## src/hw/rtl/isr_pkg.sv

```systemverilog
package isr_pkg;

	// Default number of root bits; the radicand operand is twice as wide.
	localparam int unsigned ROOT_WIDTH_DEF = 64;

	// Fixed widths of the port fields.
	localparam int unsigned HALF_W = 64;
	localparam int unsigned OUT_W  = 64;

	// Trial divisor low bits: partial root * 4 + 1.
	localparam logic [1:0] TRIAL_LSB = 2'b01;

endpackage

```

## src/hw/rtl/isr_stage.sv

```systemverilog
module isr_stage #(
	parameter int unsigned ROOT_WIDTH = isr_pkg::ROOT_WIDTH_DEF
) (
	input  logic                      clk,
	input  logic                      arst_n,
	input  logic                      in_valid,
	output logic                      in_ready,
	input  logic [ROOT_WIDTH:0]       in_rem,
	input  logic [ROOT_WIDTH-1:0]     in_root,
	input  logic [2*ROOT_WIDTH-1:0]   in_rad,
	output logic                      out_valid,
	input  logic                      out_ready,
	output logic [ROOT_WIDTH:0]       out_rem,
	output logic [ROOT_WIDTH-1:0]     out_root,
	output logic [2*ROOT_WIDTH-1:0]   out_rad
);

	localparam int unsigned CUR_W = ROOT_WIDTH + 3;

	logic                    valid_s1;
	logic [ROOT_WIDTH:0]     rem_s1;
	logic [ROOT_WIDTH-1:0]   root_s1;
	logic [2*ROOT_WIDTH-1:0] rad_s1;

	logic [CUR_W-1:0] cur;
	logic [CUR_W-1:0] trial;
	logic [CUR_W-1:0] diff;
	logic             ge;
	logic [ROOT_WIDTH:0] rem_next;

	// bring down the next two radicand bits and try partial root * 4 + 1
	always_comb begin
		cur      = {in_rem, in_rad[2*ROOT_WIDTH-1 -: 2]};
		trial    = {1'b0, in_root, isr_pkg::TRIAL_LSB};
		ge       = (cur >= trial);
		diff     = cur - trial;
		rem_next = ge ? diff[ROOT_WIDTH:0] : cur[ROOT_WIDTH:0];
	end

	assign in_ready = !valid_s1 || out_ready;

	always_ff @(posedge clk or negedge arst_n) begin
		if (!arst_n) begin
			valid_s1 <= 1'b0;
		end else if (in_ready) begin
			valid_s1 <= in_valid;
		end
	end

	always_ff @(posedge clk) begin
		if (in_ready && in_valid) begin
			rem_s1  <= rem_next;
			root_s1 <= {in_root[ROOT_WIDTH-2:0], ge};
			rad_s1  <= {in_rad[2*ROOT_WIDTH-3:0], 2'b00};
		end
	end

	assign out_valid = valid_s1;
	assign out_rem   = rem_s1;
	assign out_root  = root_s1;
	assign out_rad   = rad_s1;

endmodule

```

## config.mk

```make
export PLATFORM = sky130hd
export DESIGN_NAME = isr_stage
export DESIGN_NICKNAME = d
export VERILOG_FILES = /design/src/hw/rtl/isr_pkg.sv /design/src/hw/rtl/isr_stage.sv
export SDC_FILE = /design/constraint.sdc
export NUM_CORES = 1
export LEC_CHECK = 0
export ABC_AREA = 1
export BUFFER_PORTS_ARGS = -buffer_cell sky130_fd_sc_hd__buf_2
export CORE_ASPECT_RATIO = 0.9
export CORE_MARGIN = 8
export CORE_UTILIZATION = 42
export DETAILED_ROUTE_END_ITERATION = 10
export PLACE_DENSITY = 0.81
export SLEW_MARGIN = 40
export SYNTH_ARGS = -nofsm -noshare
export SYNTH_HDL_FRONTEND = slang
export SYNTH_SLANG_ARGS = --single-unit
export TNS_END_PERCENT = 50
```

## constraint.sdc

```tcl
create_clock -name clk -period 25.1 [get_ports clk]
set_input_delay 5.02 -clock clk [delete_from_list [all_inputs] [get_ports clk]]
set_output_delay 5.02 -clock clk [all_outputs]
set_load 0.03 [all_outputs]
```

==> results.md, run 1 <==
* Fill cells at 3393
* Clk_lat worst skew at 0.58 ns
* IO Pins at 520
* Routed wl met2 at 28.78 mm
* Leak pwr at 10.21 nW
* Sink Count at 256
* Setup TNS at 0 ns
* First-pass GRT wire length at 87.67 mm
* Hold-fix buffer count after cts at 0
* Setup slack after layout at 14.61 ns
* Crit path launch type: primary input
* CTS tree: built
* Total Wirelength at 60.25 mm
* Fin nets at 2718
* Final worst path period share at 41.79%
* Status: finished clean
* Syn Inst Count at 1862
* Gr usage total at 27.50%
* Total gr overflow at 0
* Final setup fails at 0
* Placed Cells at 2831
* CP most frequent cell: buf_2
* Proportion of layout cells with a drive suffix above 1 at 25.17%
* Clock skew at 0.02108 ns
* Residual DRC count at 0
* CTS Buf Count at 27
* Worst hold slack at 0.5828 ns
* Met3 routed WL at 4.195 mm
* Die X at 215.1 um
* Worst path required time at 20.08 ns
* Crit path launch: out_ready
* Reg2Reg Setup Slack at 23.12 ns
* Die Y-Extent at 195.2 um
* Via density at 4.883
* Slew HR at 46.21%
* CTS Buffer Depth at 3
* Non-Filler Instances at 2883
* Largest net degree at the start of global routing at 105
* Top Layer Used: met5
* Root buf cell: clkbuf_16
* Via Count at 14.08k
* Max VDD drop at 0.05155 mV
* Synth top area share at 51.08%
* Initial antenna violation count at 8
* Synth-to-layout area growth at 27.21%
* Leading area contributor after synthesis: edfxtp_1
* Slew Limit Fails at 0
* Mean post-synth cell area at 8.051 um2
* Critical Path Fanout Max at 2
* Core ar. at 35130 um2
* Vias in the first global route at 13.59k
* Synthesis Warnings at 0
* Row count at 65
* Crit path cell chain: buf_2 -> inv_1 -> nand2_1 -> buf_2
* Async SR Flop Fraction at 0.3906%
* RSZ-0062 raised after global routing: no
* Die area at 42000 um2
* Crit-path max cell delay at 0.18 ns
* PortBufs at 517
* Pwr per Cell Area at 65.98 nW/um2
* DP Wirelength at 49.73 mm
* DRT Pass-1 Iters at 5
* Post-CTS setup buffers at 0
* Crit Path Class: primary input to output port
* Final hold viol count at 0
* Number of DRC markers in iteration 0 at 1302
* Reg2reg start: out_valid
* Nature of the critical path endpoint: output port
* CP Data Arrival Time at 5.47 ns
* Worst R2R End: out_root[52]
* Clk pin slew, worst setup/hold paths at 0.07 ns
* Synth unique cells at 28
* #FFs+latches synth at 256
* Detailed-route wire length per cell at 20.90 um
* DP Area at 18090 um2
* Max Cap Viol at 0
* Slowest-stage cell, CP: buf_2
* HP Class: register to register
* Fin crit period at 10.49 ns
* H-tree depth at 1
* Met1 wire length at 25.81 mm
* Critical hold path startpoint: out_valid
* Register area share after synthesis at 51.25%
* Setup Slack @ Placement at 14.61 ns
* Post-synth top flop: edfxtp_1
* Critical Path End: in_ready
* Worst-margin pin slew at 0.8068 ns
* Reg2reg path depth at 3
* Starting Density at 42.67%
* Synth Cell Area at 14990 um2
* Fin area at 19070 um2
* Post-cts sizing count at 0
* Peak Freq at 95.34 MHz
* Number of flops mapped to enable cells by yosys at 255
* DRT antenna net count at 0
* GPL Wtd Cong at 0.9521
* Top post-synthesis cells by area: edfxtp_1 (51%), nand2_1 (18%), inv_1 (9.9%)
## synthesized netlist by cell type (all sizes together), types with 9 or more instances
cell and number:
a21oi 47, buf 23, edfxtp 255, ha 66, inv 396, nand2 731
nand3 146, nand3b 16, nor2 116, nor3 9, xor2 30
## layout by cell type, fill, tap and decap left out, types with 2 or more instances in the layout
cell	count
a21oi_1	46
and3_1	4
buf_2	517
buf_6	2
bufinv_16	5
clkbuf_1	3
clkbuf_16	27
clkinv_2	4
clkinv_4	2
clkinvlp_4	5
conb_1	2
diode_2	2
edfxtp_1	255
ha_1	66
inv_1	396
nand2_1	715
nand2_2	15
nand3_1	145
nand3b_1	16
nand4_1	7
nor2_1	98
nor2_2	16
nor2_4	2
nor3_1	8
nor4_1	7
o21ai_0	4
or2_2	2
xor2_1	30
## area by class of cell
type	count	area, um2	share of cell area, %
diodes	2	5.005	0.02625
clock buffers	30	686.9	3.602
clock inverters	20	269.0	1.411
inverters	396	1486	7.795
multi-input cells	1188	5688	29.83
flip-flops and latches	256	7682	40.29
well taps	469	586.8	3.077
repair buffers	522	2665	13.98
## state kept, by name, indices dropped and copies added (netlist names)
signal	flops
out_rem	65
out_valid	1
out_rad	126
out_root	64
## critical path, delay by kind of cell
family	cells	cell delay, ns
buffers and inverters	3	0.37
AND/OR/NAND/NOR	1	0.08
## layer usage
| metal | global-route usage, % | up-vias |
|---|---|---|
| li1 | - | 6860 |
| met1 | 36.07 | 6564 |
| met2 | 46.71 | 580 |
| met3 | 5.408 | 67 |
| met4 | 5.922 | 6 |
| met5 | 0 | - |
## cells by family after synthesis
logic type      share of synthesized area [%]
xor+xnor                                1.753
compound gates                          1.703
fa+ha+maj                               5.509
simple gates                            28.76
buf+inv                                 11.00
other cells                           0.02502
flops                                   51.25
## worst min path at each step
stage           endpoint  slack [ns]  cells after the start
6_report       out_valid        0.58                      2
5_1_grt        out_valid        0.63                      2
4_1_cts        out_valid        0.58                      2
3_5_place_dp   out_valid        0.56                      2
3_3_place_gp   out_valid        0.56                      2
2_1_floorplan  out_valid        0.89                      2
## report_power, final
| group | internal, mW | total (mW) | switching [mW] |
|---|---|---|---|
| clock network | 0.252 | 0.435 | 0.182 |
| registers | 0.509 | 0.517 | 0.00738 |
| logic | 0.0884 | 0.307 | 0.219 |
## stage by stage
stage | power, mW | util, %
global placement | 0.8266 | 51.42
detailed placement | 0.8309 | 51.50
global route | 1.307 | 54.26
finish | 1.258 | 54.28
CTS | 1.266 | 54.22
floorplan | 0.7329 | -
(Power assumes the default switching activity.)
==> inputs of run 2 (changes only) <==
--- a/config.mk
+++ b/config.mk
@@ -5,13 +5,12 @@
 export SDC_FILE = /design/constraint.sdc
 export NUM_CORES = 1
 export LEC_CHECK = 0
-export ABC_AREA = 1
+export ABC_AREA = 0
 export BUFFER_PORTS_ARGS = -buffer_cell sky130_fd_sc_hd__buf_2
-export CORE_ASPECT_RATIO = 0.9
-export CORE_MARGIN = 8
-export CORE_UTILIZATION = 42
+export CORE_AREA = 8 8 195 197
 export DETAILED_ROUTE_END_ITERATION = 10
-export PLACE_DENSITY = 0.81
+export DIE_AREA = 0 0 203 205
+export PLACE_DENSITY = 0.76
 export SLEW_MARGIN = 40
 export SYNTH_ARGS = -nofsm -noshare
 export SYNTH_HDL_FRONTEND = slang
==> constraint.sdc (replaced) <==
create_clock -name clk -period 9.95 [get_ports clk]
set_input_delay 1.99 -clock clk [delete_from_list [all_inputs] [get_ports clk]]
set_output_delay 1.99 -clock clk [all_outputs]
set_load 0.03 [all_outputs]
==> results.md, run 2 <==
* Core ar. at 34960 um2
* Final worst path period share at 51.25%
* RSZ-0062 raised after global routing: no
* DRT Pass-1 Iters at 5
* Syn Inst Count at 1079
* PortBufs at 517
* Row count at 69
* Max reg flops at 126
* Via density at 5.241
* Vias in the first global route at 10.96k
* Placed Cells at 2019
* Post-synth top flop: edfxtp_1
* Slew Limit Fails at 0
* Final setup fails at 0
* Initial antenna violation count at 12
* Hold-fix buffer count after cts at 0
* Worst-margin pin slew at 0.8109 ns
* Critical hold path startpoint: out_valid
* GRT met3 Usage at 6.799%
* Max Cap Viol at 0
* Synth Cell Area at 12830 um2
* Largest net degree at the start of global routing at 85
* Nature of the critical path endpoint: register
* Grt met1 use at 24.29%
* Post-CTS setup buffers at 0
* Crit path launch type: primary input
* CTS Buf Count at 29
* GPL Wtd Cong at 0.9246
* Reg2reg start: out_valid
* Global routing's busiest layer: met2
* Fill cells at 3241
* Register area share after synthesis at 59.87%
* Number of DRC markers in iteration 0 at 834
* Leak pwr at 7.436 nW
* Total gr overflow at 0
* Residual DRC count at 0
* Reg2Reg Setup Slack at 7.57 ns
* Final hold viol count at 0
* Die area at 41620 um2
* Commonest non-fill, non-tap cell in the layout: buf_2
* Sink Count at 256
* CP Data Arrival Time at 5.39 ns
* Post-cts sizing count at 0
* Peak Freq at 196.1 MHz
* Clk pin slew, worst setup/hold paths at 0.06 ns
* Root buf cell: clkbuf_16
* Gr usage total at 22.00%
* Synth cell count leaders: edfxtp_1 (255), a21oi_1 (128), inv_1 (88), nor2_1 (88), nand2_1 (68)
* Via Count at 10.88k
* Number of flops mapped to enable cells by yosys at 255
* Hold Path End: out_valid
* Fin nets at 1916
* Leading area contributor after synthesis: edfxtp_1
* CTS Buffer Depth at 3
* Mean post-synth cell area at 11.89 um2
* Proportion of layout cells with a drive suffix above 1 at 36.71%
* Detailed-route wire length per cell at 23.39 um
* Setup TNS at 0 ns
* Pwr per Cell Area at 184.1 nW/um2
* Worst R2R End: out_rem[59]
* M2 GR Usage at 39.97%
* Starting Density at 36.70%
* Die X at 203 um
* Max VDD drop at 0.1307 mV
* Synth unique cells at 76
* IO Pins at 520
* H-tree depth at 1
* Status: finished clean
* #FFs+latches synth at 256
* Crit Path Class: primary input to register
* Top post-synthesis cells by area: edfxtp_1 (60%), ha_1 (6.4%), a21oi_1 (5.0%)
* Most frequent cells in the layout: buf_2 (517), edfxtp_1 (255), a21oi_1 (128), inv_1 (88), nor2_1 (88)
* Clock skew at 0.01313 ns
* DP Wirelength at 39.26 mm
* First-pass GRT wire length at 69.61 mm
* CTS tree: built
* Synth-to-layout area growth at 31.07%
* Synthesis Warnings at 0
* Hold Crit Depth at 2
* Non-Filler Instances at 2075
* Reg2reg path depth at 3
* Total Wirelength at 48.53 mm
* Slew HR at 45.94%
* Pwr Total at 3.096 mW
* Async SR Flop Fraction at 0.3906%
* Top-count cell post-synth: edfxtp_1
* DRT antenna net count at 0
* Worst path required time at 10.24 ns
* Synth top area share at 59.68%
* Die Y-Extent at 205 um
* Clk_lat worst skew at 0.56 ns
* Critical Path Fanout Max at 84
* Fin crit period at 5.099 ns
* HP Class: register to register
run 2: kinds of logic after synthesis:
family | synth area share [%]
muxes | 0.1658
buffers and inverters | 4.369
and+or+nand+nor | 9.595
xor gates and xnor gates | 3.413
adders and majority gates | 6.436
other | 0.02923
DFF | 59.87
AOI/OAI and AO/OA | 16.12
run 2: through the flow:
step	setup slack (ns)	instance area, um2	hold WS [ns]	utilization [%]
6_report	4.851	16820	0.6632	48.10
5_1_grt	4.610	16810	0.6931	48.07
4_1_cts	4.579	16800	0.6670	48.05
3_5_place_dp	3.989	15820	0.6468	45.25
3_3_place_gp	4.086	15810	0.6189	45.23
2_1_floorplan	1.149	12830	0.9253	-
run 2: cell type report:
cell class | count | area (um2) | share of cell area [%]
multi-input combinational | 691 | 4594 | 27.32
clock buffer | 33 | 740.7 | 4.404
antenna | 4 | 10.01 | 0.05952
sequential | 256 | 7682 | 45.68
tap | 461 | 576.8 | 3.430
timing repair buffer | 522 | 2640 | 15.70
clock inverter | 19 | 237.7 | 1.414
inverter | 89 | 335.3 | 1.994
run 2: how the worst max path moves through the flow:
stage	from	end	slack, ns	cells past startpoint
final	in_root[13]	out_rem[57]	4.85	13
after CTS	in_root[13]	out_rem[57]	4.58	13
after global routing	in_root[10]	out_rem[57]	4.61	13
after global placement	in_root[13]	out_rem[61]	4.09	13
after detailed placement	in_root[13]	out_rem[57]	3.99	13
after floorplan	out_ready	out_rad[100]	1.15	2
run 2: report_power, final:
part           switching [mW]  internal, mW  total [mW]
Clock                   0.448         0.665        1.11
Sequential             0.0182          1.29        1.30
Combinational           0.461         0.218       0.679
Total                   0.927          2.17        3.10
run 2: worst max-delay path, cell delays in order:
cell      delay, ns
buf_2          0.09
inv_1          0.04
ha_1           0.43
nand4_1        0.29
or4_4          0.62
nor4b_1        0.41
a21oi_1        0.14
o21ai_2        0.11
nor3_4         0.07
clkinv_2       0.21
buf_6          0.50
o2111a_1       0.31
a211oi_2       0.05
run 2: metal layers:
| layer | wire length [um] | part of all wire, % | vias to the layer above |
|---|---|---|---|
| met1 | 17710 | 36 | 5208 |
| met4 | 1473 | 3.0 | 16 |
| li1 | - | - | 5049 |
| met3 | 4442 | 9.2 | 94 |
| met2 | 24800 | 51 | 508 |
| met5 | 102 | 0.21 | - |
